### config.mk
export PLATFORM = sky130hd
export DESIGN_NAME = scc_ram
export DESIGN_NICKNAME = d
export VERILOG_FILES = /design/src/rtl/core/scc_ram.sv
export SDC_FILE = /design/constraint.sdc
export NUM_CORES = 1
export LEC_CHECK = 0
export ABC_AREA = 1
export ABC_CLOCK_PERIOD_IN_PS = 3100
export BUFFER_PORTS_ARGS = -buffer_cell sky130_fd_sc_hd__buf_2
export CAP_MARGIN = 20
export CORE_UTILIZATION = 32
export DETAILED_ROUTE_END_ITERATION = 7
export RECOVER_POWER = 100
export SYNTH_ARGS = -nofsm -noshare
export SYNTH_HDL_FRONTEND = slang
export SYNTH_SLANG_ARGS = --single-unit
### constraint.sdc
create_clock -name clk_i -period 3.1 [get_ports clk_i]
set_input_delay 0.465 -clock clk_i [delete_from_list [all_inputs] [get_ports clk_i]]
set_output_delay 0.465 -clock clk_i [all_outputs]
set_load 0.01 [all_outputs]
### src/rtl/core/scc_ram.sv
// Generic single-write, single-read RAM with registered read data.
module scc_ram #(
  parameter int unsigned WIDTH = 8,
  parameter int unsigned DEPTH = 16,
  localparam int unsigned AW = (DEPTH > 1) ? $clog2(DEPTH) : 1
) (
  input  logic             clk_i,
  input  logic             we_i,
  input  logic [AW-1:0]    waddr_i,
  input  logic [WIDTH-1:0] wdata_i,
  input  logic [AW-1:0]    raddr_i,
  output logic [WIDTH-1:0] rdata_o
);

  logic [WIDTH-1:0] mem_q [DEPTH];
  logic [WIDTH-1:0] rdata_q;

  always_ff @(posedge clk_i) begin
    if (we_i) begin
      mem_q[waddr_i] <= wdata_i;
    end
    rdata_q <= mem_q[raddr_i];
  end

  assign rdata_o = rdata_q;

endmodule

---- Word-level counts from Yosys, hierarchy flattened ----
Memory sizes are Yosys's and may differ from the RTL's. A register that Yosys moved wholly into a read port is not among the register bits.
Index checks and enable logic that the tools add are counted.
operators by class
  $add $sub $neg .......................... 0
  $mul .................................... 0
  div/mod/pow operators ................... 0
  magnitude comparators ................... 0
  equal/unequal tests ..................... 0
  shift-type cells ........................ 0
  multiplexer cells ....................... 2
  bitwise gates (word level) .............. 0
  reduce and logical (&&, ||, !) cells .... 0
operator list
  cell     number
  $mux W1  2
storage, ports and cells
  register bits after elaboration ......... 0
  bits in latches ......................... 0
  RAM bits ................................ 128
  ROM bits ................................ 0
  input bits .............................. 18
  output and inout bits ................... 8
  word-level logic and storage cells ...... 3
  memories kept ........................... 1
memory list
  name   words  bits a word  read ports  clocked after Yosys merged registers in  wr ports  line  RTL
  mem_q  16     8            1           1                                        1         15    logic [WIDTH-1:0] mem_q [DEPTH];

---- Longest topological paths before layout ----
Gate-level depths: netlist of run 1.
  word-level depth ........................ 2
  gate-level depth with buffers ........... 8
  depth with buffers taken out ............ 7

---- Least setup slack after synthesis of run 1 ----
OpenSTA, ideal clock, no wires.
  path type ............................... in2reg
  start point ............................. input waddr_i[2]
  end point ............................... memory mem_q[10][0], enable pin
  setup time .............................. 370 ps
  arrival ................................. 1046 ps
  data required time ...................... 2730 ps
  slack ................................... 1684 ps
  cell stages on the path ................. 2
  path buffers ............................ 0
  path through ............................ nand3b_1 > nor2_1
RTL lines
  what             line  RTL
  start, declared  9     input logic [AW-1:0] waddr_i,
  end, declared    15
Straight into the memory's write port.

==> results of run 1 <==
## power by group
| group | leakage (nW) | internal (mW) | switching [mW] |
|---|---|---|---|
| Sequential | 1.22 | 2.06 | 0.0116 |
| Clock | 0.285 | 1.33 | 0.703 |
| Combinational | 1.25 | 0.0599 | 0.180 |
| Total | 2.76 | 3.44 | 0.894 |
## final cells by class
type | instances | share of cell area [%]
sequential | 136 | 60.76
clock inverter | 12 | 2.373
clock buffer | 20 | 6.626
multi-input combinational | 289 | 18.42
timing repair buffer | 27 | 1.747
tap | 225 | 4.272
inverter | 102 | 5.810
## synth_stat cells
master,number
inv_1,100
nand2_1,173
nor2_1,17
buf_1,1
inv_2,2
edfxtp_1,128
nand3_1,97
buf_4,4
nand3b_1,2
buf_2,13
dfxtp_1,8
buf_6,6
## path summary, 6_finish.rpt
path,to,start,slack (ps)
hold / removal,rdata_o[2],raddr_i[3],420
setup / recovery,rdata_o[1],raddr_i[0],800
setup reg to reg,rdata_o[1],mem_q[8][1],1990
hold reg to reg,rdata_o[4],mem_q[14][4],690
## critical path, cell delays in order
cell      delay (ps)
buf_2            430
inv_1            270
clkbuf_2         710
nand2_1          220
nand2_1           80
nand2_1           60
nand3_1          140
nand3_1          120
nand2_1           70
## cell families after synthesis
logic type / synth area share [%]
buffers and inverters: 9.525
and+or+nand+nor: 21.05
DFF: 69.43
## state kept, by name (all words and copies together), names as in the netlist
signal,flops
mem_q,128
rdata_o,8
## metrics by stage
stage	util, %	setup slack, ps	hold WS, ps
floorplan	-	1684	563.9
global placement	34.46	927.0	660.3
CTS	37.85	1344	406.3
finish	37.71	799.6	421.7
global route	37.71	592.0	453.2
detailed placement	34.46	897.6	669.9
## per-layer routing
layer / part of all wire (%) / GRT usage (%) / vias to the layer above
li1: - / - / 1820
met1: 47 / 21.28 / 1845
met2: 44 / 21.88 / 134
met3: 6.6 / 4.064 / 22
met4: 2.2 / 7.222 / 0
met5: 0 / 0 / -
==> summary.md, run 1 <==
| Metric | Value |
|---|---|
| H-tree depth | `4` |
| Setup violators final | `0` |
| Final TNS setup | `0 ps` |
| Leakage Power | `2.760 nW` |
| Critical path arrival | `2600 ps` |
| Critical Path Sink Type | `register` |
| Critical path class | `in -> reg` |
| Die area | `18560 sq um` |
| Core ar. | `17480 sq um` |
| Initial Util | `33.00%` |
| Worst slew pin tran | `1164 ps` |
| Final Net Count | `591` |
| CTS sink cnt | `136` |
| I/O Pins | `26` |
| Cells on worst reg2reg path | `6` |
| TritonCTS Buffers | `17` |
| # port buffers | `25` |
| Fin. max-slew vios | `0` |
| Cells after synthesis | `551` |
| Pwr Density | `658.3 nW/um^2` |
| Die Height | `136.2 microns` |
| Num rows | `48` |
| Clock transition at the registers of the reported paths | `50 ps` |
| Clock tree buffer depth | `2` |
| CTS tree | `done` |
| Tot Pwr | `4.338 mW` |
| Drt first pass iters | `5` |
| Final cell count without fillers | `811` |
| Reg area | `4004 sq um` |
| Synth top area share | `66.65%` |
| Gp weighted congestion | `0.8159` |
| Setup repair after global routing missed its margin | `no` |
| Placed Cells | `779` |
| Detail Placement HPWL | `8024 microns` |
| Hold_buf cts | `0` |
| GRT Overall Usage | `15.26%` |
| Layout cells sized above 1 | `5.802%` |
| CTS-repair resized insts | `0` |
| Critical Path Fanout Max | `56` |
| Drc violations | `0` |
| # diodes | `0` |
| Commonest non-fill, non-tap cell in the layout | `nand2_1` |
| Vias/cell | `4.711` |
| Vias in the first global route | `3596` |
| Via count | `3821` |
| Clk_skew | `8.638 ps` |
| Worst hold stages | `3` |
| Post-route ant nets | `0` |
| Unique cell type count in the Yosys netlist | `12` |
| First-pass GRT wire length | `20250 microns` |
| Largest net degree at the start of global routing | `57` |
| Average wire per standard cell | `16.08 microns` |
| Synth Cell Area | `5767 sq um` |
| Worst slew margin | `22.41%` |
| Setup bufs post-CTS | `0` |
| YS warnings | `0` |
| Multi-input gate area | `1214 sq um` |
| Fin crit period | `2300 ps` |
| Syn_nets | `569` |
| VDD IR max | `421.5 uV` |
| Post-Route WL | `13040 microns` |
| Area leader, netlist | `edfxtp_1` |
| Number of max-cap violations | `0` |
| Clock latency on the worst-skew pair | `420 ps` |
| Register area share after synthesis | `69.43%` |
| CP Data Required Time | `3400 ps` |
| Root Driver | `clkbuf_16` |
| Ratio of final minimum period to clock period | `74.20%` |
| Area Overhead vs Synth | `14.28%` |
| Synth Area per Inst | `10.47 sq um` |
| Synth area leaders | `edfxtp_1 67%, nand2_1 11%, nand3_1 8.4%` |
| Fmax | `0.4347 GHz` |
| Status | `completed` |
| Congestion Overflow GR | `0` |
| Placed cell areas | `6022 sq um` |
| Post-route cell area | `6590 sq um` |
| Commonest cells after routing, fill and taps aside | `173 x nand2_1, 128 x edfxtp_1, 101 x inv_1` |
| Die Width | `136.2 microns` |
| Yosys reg bits | `136` |
| CP Launch Type | `input pin` |
| Initial drt markers | `402` |
| Final Hold Viols | `0` |
| Number of fill cells in the layout | `1685` |
| Initial antenna violation count | `0` |
| HP Class | `in -> reg` |
No activity file was read; power rests on OpenSTA's default activity.
==> inputs of run 2 (changes only) <==
- ABC_CLOCK_PERIOD_IN_PS: 3100 -> 2400
- clock period: 3.1 -> 2.4 ns (I/O delays scaled with it)
==> summary.md, run 2 (synthesized netlist as in run 1, its figures left out) <==
| Metric | Value |
|---|---|
| Initial Util | `33.00% (unchanged)` |
| Fin. max-slew vios | `0 (unchanged)` |
| Drc violations | `0 (unchanged)` |
| # port buffers | `25 (unchanged)` |
| Largest net degree at the start of global routing | `41 (-28%)` |
| RR Startpoint | `mem_q[0][5]` |
| Gp weighted congestion | `0.8742 (+7.1%)` |
| Status | `completed` |
| Ratio of final minimum period to clock period | `72.35%` |
| Root Driver | `clkbuf_16` |
| Clock tree buffer depth | `2 (unchanged)` |
| Core ar. | `17480 sq um (unchanged)` |
| CP Buf/Inv Count | `3 (unchanged)` |
| Metal-1 WL | `5944 microns (-2.5%)` |
| Commonest cells after routing, fill and taps aside | `173 x nand2_1, 128 x edfxtp_1, 101 x inv_1` |
| Hold Crit Start | `raddr_i[3]` |
| Setup violators final | `0 (unchanged)` |
| Cells on worst reg2reg path | `6 (unchanged)` |
| First-pass GRT wire length | `20550 microns (+1.5%)` |
| HP Class | `in -> reg` |
| Num rows | `48 (unchanged)` |
| Congestion Overflow GR | `0 (unchanged)` |
| GRT Overall Usage | `15.56% (+0.31 points)` |
| Leakage Power | `2.786 nW (+0.97%)` |
| Worst path slowest cell | `clkbuf_2` |
| Fin crit period | `1736 ps` |
| Clock transition at the registers of the reported paths | `60 ps (about the same)` |
| Average wire per standard cell | `16.21 microns (+0.83%)` |
| Worst slew margin | `32.09% (+9.7 points)` |
| Initial drt markers | `372 (-7.5%)` |
| Commonest non-fill, non-tap cell in the layout | `nand2_1` |
| CP delay by family, top | `buffers and inverters` |
| Via count | `3751 (-1.8%)` |
| VDD IR max | `496.5 uV (+18%)` |
| Initial antenna violation count | `0 (unchanged)` |
| CTS-repair resized insts | `0 (unchanged)` |
| Vias/cell | `4.597 (-2.4%)` |
| Final Net Count | `596 (+0.85%)` |
| CP Launch Type | `input pin` |
| Routed met2 length | `6251 microns (+7.9%)` |
| Clock latency on the worst-skew pair | `420 ps (about the same)` |
| Final Hold Viols | `0 (unchanged)` |
| Met3 wire len | `654 microns (-24%)` |
| # diodes | `0 (unchanged)` |
| CP Data Required Time | `2710 ps (-690 ps)` |
| Post-route ant nets | `0 (unchanged)` |
| Critical path class | `in -> reg` |
| Die area | `18560 sq um (unchanged)` |
| Post-Route WL | `13230 microns (+1.4%)` |
| Area Overhead vs Synth | `15.14%` |
| Clk_skew | `6.698 ps (-1.940 ps)` |
| H-tree depth | `4 (unchanged)` |
| Worst slew pin tran | `1019 ps (-145.3 ps)` |
| Setup bufs post-CTS | `0 (unchanged)` |
| Worst hold stages | `3 (unchanged)` |
| Layout cells sized above 1 | `6.599% (+0.80 points)` |
| Critical Path Fanout Max | `40 (-29%)` |
| Hold endpoint | `rdata_o[7]` |
| Pwr Density | `858.0 nW/um^2 (+30%)` |
| Setup repair after global routing missed its margin | `no` |
| Most flop-heavy register | `mem_q` |
| Crit-path cells | `buf_2 > inv_1 > clkbuf_2 > nand2_1 > nand2_1 > nand2_1 > nand3_1 > nand3_1 > nand2_1` |
| Top sig layer | `met4` |
| Detail Placement HPWL | `8499 microns (+5.9%)` |
| Drt first pass iters | `5 (unchanged)` |
| Final TNS setup | `0 ps (unchanged)` |
| Die Height | `136.2 microns (unchanged)` |
| CP max stage delay | `500 ps (-210 ps)` |
| Number of fill cells in the layout | `1675 (-0.59%)` |
| CTS sink cnt | `136 (unchanged)` |
| Critical path arrival | `2040 ps (-560 ps)` |
| Tot Pwr | `5.697 mW (+31%)` |
| Die Width | `136.2 microns (unchanged)` |
| Fmax | `0.5759 GHz` |
| Cell mode on critical path | `nand2_1` |
| Vias in the first global route | `3733 (+3.8%)` |
| CTS tree | `done` |
| R2r setup slk | `1280 ps (-710 ps)` |
| TritonCTS Buffers | `17 (unchanged)` |
| Critical Path Sink Type | `register` |
| Hold_buf cts | `0 (unchanged)` |
| FF-to-FF End | `rdata_o[5]` |
| I/O Pins | `26 (unchanged)` |
| Number of max-cap violations | `0 (unchanged)` |
| Max FFs per register | `128 (unchanged)` |
## run 2: metal layers
| metal | vias to the layer above | GRT usage [%] |
|---|---|---|
| li1 | 1824 | - |
| met1 | 1793 | 19.55 |
| met2 | 106 | 24.82 |
| met3 | 28 | 3.840 |
| met4 | 0 | 7.963 |
| met5 | - | 0 |
## run 2: where the power goes
group	internal [mW]	total (mW)	switching [mW]
clock network	1.78	2.71	0.925
registers	2.66	2.68	0.0188
logic	0.0794	0.311	0.232
total	4.52	5.70	1.18
## run 2: worst max-delay path by stage
stage | endpoint | slack [ps] | from | cells after the start
after floorplan | mem_q[10][0] | 1090 | waddr_i[2] | 2
after global placement | rdata_o[1] | 610 | raddr_i[0] | 8
after detailed placement | rdata_o[5] | 590 | raddr_i[0] | 8
after CTS | rdata_o[5] | 1030 | raddr_i[0] | 8
after global routing | rdata_o[5] | 480 | raddr_i[0] | 9
final | rdata_o[5] | 660 | raddr_i[0] | 9
## run 2: stage by stage
stage / util (%) / area (sq um) / setup slack (ps) / hold WS, ps / std cells
after floorplan: - / 5767 / 1089 / 458.9 / 551
after global placement: 34.67 / 6060 / 614.2 / 670.5 / 784
after detailed placement: 34.67 / 6060 / 585.4 / 677.6 / 784
after CTS: 38.19 / 6675 / 1032 / 267.5 / 816
after global routing: 37.99 / 6640 / 475.0 / 307.6 / 816
final: 37.99 / 6640 / 663.7 / 299.2 / 816
## run 2: cell type report
cell class                      instances  area (sq um)  area share, %
Clock inverter                          9         147.6          2.223
Inverter                              102         382.9          5.766
Clock buffer                           23         467.9          7.047
Multi-Input combinational cell        289          1214          18.28
Timing Repair Buffer                   32         142.6          2.148
Tap cell                              225         281.5          4.240
Sequential cell                       136          4004          60.30
## run 2: worst reg2reg max path, cell delays in order, from the launching register on
cell and delay (ps):
edfxtp_1 360, inv_1 60, nand2_1 50, nand3_1 140
nand3_1 180, nand3_1 160, nand2_1 80
==> inputs of run 3 (changes only) <==
- ABC_CLOCK_PERIOD_IN_PS: 2400 -> 1400
- clock period: 2.4 -> 1.4 ns (I/O delays scaled with it)
==> summary.md, run 3 (synthesized netlist as in run 1, its figures left out) <==
| Metric | Value |
|---|---|
| Hold Crit Start | `raddr_i[3]` |
| Critical Path Fanout Max | `1 (-98%)` |
| Final Hold Viols | `0 (unchanged)` |
| CTS sink cnt | `136 (unchanged)` |
| Setup violators final | `0 (unchanged)` |
| Die Width | `136.2 microns (unchanged)` |
| Status | `completed` |
| GRT Overall Usage | `15.98% (+0.42 points)` |
| Number of fill cells in the layout | `1650 (-1.5%)` |
| Critical path arrival | `970 ps (-1070 ps)` |
| R2r setup slk | `370 ps (-910 ps)` |
| Ratio of final minimum period to clock period | `83.99%` |
| Vias in the first global route | `3951 (+5.8%)` |
| Fmax | `0.8504 GHz` |
| Commonest cells after routing, fill and taps aside | `173 x nand2_1, 128 x edfxtp_1, 100 x inv_1` |
| Pwr Density | `1423 nW/um^2 (+66%)` |
| Worst path slowest cell | `dfxtp_1` |
| Commonest non-fill, non-tap cell in the layout | `nand2_1` |
| Crit-path cells | `clkbuf_1` |
| Largest net degree at the start of global routing | `46 (+12%)` |
| Setup slack after layout | `224.1 ps (-439.6 ps)` |
| CP Buf/Inv Count | `1 (-2)` |
| Gp weighted congestion | `0.8812 (+0.80%)` |
| TritonCTS Buffers | `17 (unchanged)` |
| Initial antenna violation count | `0 (unchanged)` |
| Max FFs per register | `128 (unchanged)` |
| H-tree depth | `4 (unchanged)` |
| Internal power | `7.665 mW (+70%)` |
| Clock latency on the worst-skew pair | `420 ps (about the same)` |
| Core ar. | `17480 sq um (unchanged)` |
| Net Switching | `2.020 mW (+72%)` |
| Post-Route WL | `13410 microns (+1.4%)` |
| Fin. max-slew vios | `0 (unchanged)` |
| Drc violations | `0 (unchanged)` |
| Drt first pass iters | `4 (-1)` |
| Logic pwr share | `5.9% (+0.4 points)` |
| Fin crit period | `1176 ps` |
| VDD IR max | `965.6 uV (+94%)` |
| I/O Pins | `26 (unchanged)` |
| Final Net Count | `620 (+4.0%)` |
| Number of max-cap violations | `0 (unchanged)` |
| Worst slew pin tran | `960.6 ps (-58.02 ps)` |
| Leakage Power | `2.862 nW (+2.7%)` |
| CTS-repair resized insts | `0 (unchanged)` |
| Post-route ant nets | `0 (unchanged)` |
| CP Data Required Time | `1190 ps (-1520 ps)` |
| Clock share of power | `46.8% (-0.8 points)` |
| Worst slack, placed | `66.56 ps (-518.9 ps)` |
| Via count | `3893 (+3.8%)` |
| Clk_skew | `4.983 ps (-1.715 ps)` |
| Hold_buf cts | `0 (unchanged)` |
| Setup repair after global routing missed its margin | `no` |
| Detail Placement HPWL | `8740 microns (+2.8%)` |
| FF-to-FF End | `rdata_o[1]` |
| Cells on worst reg2reg path | `6 (unchanged)` |
| Die Height | `136.2 microns (unchanged)` |
| Num rows | `48 (unchanged)` |
| HP Class | `in -> reg` |
| Congestion Overflow GR | `0 (unchanged)` |
| CP max stage delay | `350 ps (-150 ps)` |
| CP delay by family, top | `flip-flops` |
| Final TNS setup | `0 ps (unchanged)` |
| Hold endpoint | `rdata_o[7]` |
| Area Overhead vs Synth | `18.03%` |
| Critical Path Sink Type | `output pin` |
| RR Startpoint | `mem_q[3][1]` |
| Setup bufs post-CTS | `0 (unchanged)` |
| Sw frac | `20.86% (+0.22 points)` |
| Worst hold stages | `3 (unchanged)` |
| Clock tree buffer depth | `2 (unchanged)` |
| Critical path class | `reg -> out` |
| CP Launch Type | `register` |
| Average wire per standard cell | `15.96 microns (-1.5%)` |
| CTS tree | `done` |
| # port buffers | `25 (unchanged)` |
| Most flop-heavy register | `mem_q` |
| # diodes | `0 (unchanged)` |
| Worst slew margin | `35.96% (+3.9 points)` |
| Die area | `18560 sq um (unchanged)` |
| Clock transition at the registers of the reported paths | `60 ps (about the same)` |
| Sequential share of power | `47.4% (+0.4 points)` |
| Layout cells sized above 1 | `8.130% (+1.5 points)` |
| Vias/cell | `4.635 (+0.82%)` |
| Initial Util | `33.00% (unchanged)` |
| First-pass GRT wire length | `21340 microns (+3.9%)` |
| Initial drt markers | `295 (-21%)` |
| Root Driver | `clkbuf_16` |
-- run 3: cell count changes in the layout (fill, tap and decap cells not counted), moves of 2 or more --
cell	change
buf_12	+4
buf_4	+4
bufinv_16	-2
clkbuf_1	+14
clkbuf_8	+5
-- run 3: area by class of cell --
| type | instances | area, sq um | share of cell area [%] |
|---|---|---|---|
| Sequential cell | 136 | 4004 | 58.82 |
| Multi-Input combinational cell | 289 | 1214 | 17.83 |
| Clock buffer | 25 | 525.5 | 7.721 |
| Inverter | 102 | 382.9 | 5.625 |
| Timing Repair Buffer | 56 | 311.5 | 4.577 |
| Tap cell | 225 | 281.5 | 4.136 |
| Clock inverter | 7 | 87.58 | 1.287 |
-- run 3: per-layer routing --
layer | up-vias | GRT usage (%) | wire [microns]
li1 | 1877 | - | -
met3 | 24 | 4.027 | 697
met1 | 1889 | 20.59 | 6137
met4 | 0 | 7.037 | 278
met5 | - | 0 | 0
met2 | 103 | 25.32 | 6292
-- run 3: worst register-to-register path, cell delays in order (launching register included) --
cell and delay, ps:
edfxtp_1 370, nand2_1 80, nand2_1 50, nand2_1 50, nand3_1 150, nand3_1 140, nand2_1 70
-- run 3: how the worst max path moves through the flow --
| stage | start | end | slack [ps] | depth (start not counted) |
|---|---|---|---|---|
| after detailed placement | waddr_i[1] | mem_q[1][2] | 70 | 5 |
| final | rdata_o[2] | rdata_o[2] | 220 | 1 |
| after CTS | rdata_o[0] | rdata_o[0] | 230 | 1 |
| after floorplan | waddr_i[2] | mem_q[10][0] | 240 | 2 |
| after global placement | waddr_i[1] | mem_q[1][2] | 90 | 5 |
| after global routing | waddr_i[2] | mem_q[8][2] | 130 | 4 |
-- run 3: metrics by stage --
step / util [%] / instance area [sq um] / power (mW) / hold slack, ps / instances
final: 38.95 / 6807 / 9.685 / 153.4 / 840
after CTS: 39.50 / 6903 / 9.794 / 119.8 / 840
after global placement: 35.99 / 6290 / 5.246 / 576.7 / 808
after global routing: 38.95 / 6807 / 9.993 / 150.5 / 840
after detailed placement: 35.99 / 6290 / 5.257 / 572.1 / 808
after floorplan: - / 5767 / 4.993 / 308.9 / 551
-- run 3: power by group through the flow --
stage | registers, mW | clock network (mW) | logic [mW]
after floorplan | 4.67 | 0 | 0.321
after global placement | 4.67 | 0 | 0.576
after detailed placement | 4.67 | 0 | 0.586
after CTS | 4.59 | 4.62 | 0.591
after global routing | 4.60 | 4.76 | 0.633
final | 4.59 | 4.53 | 0.567
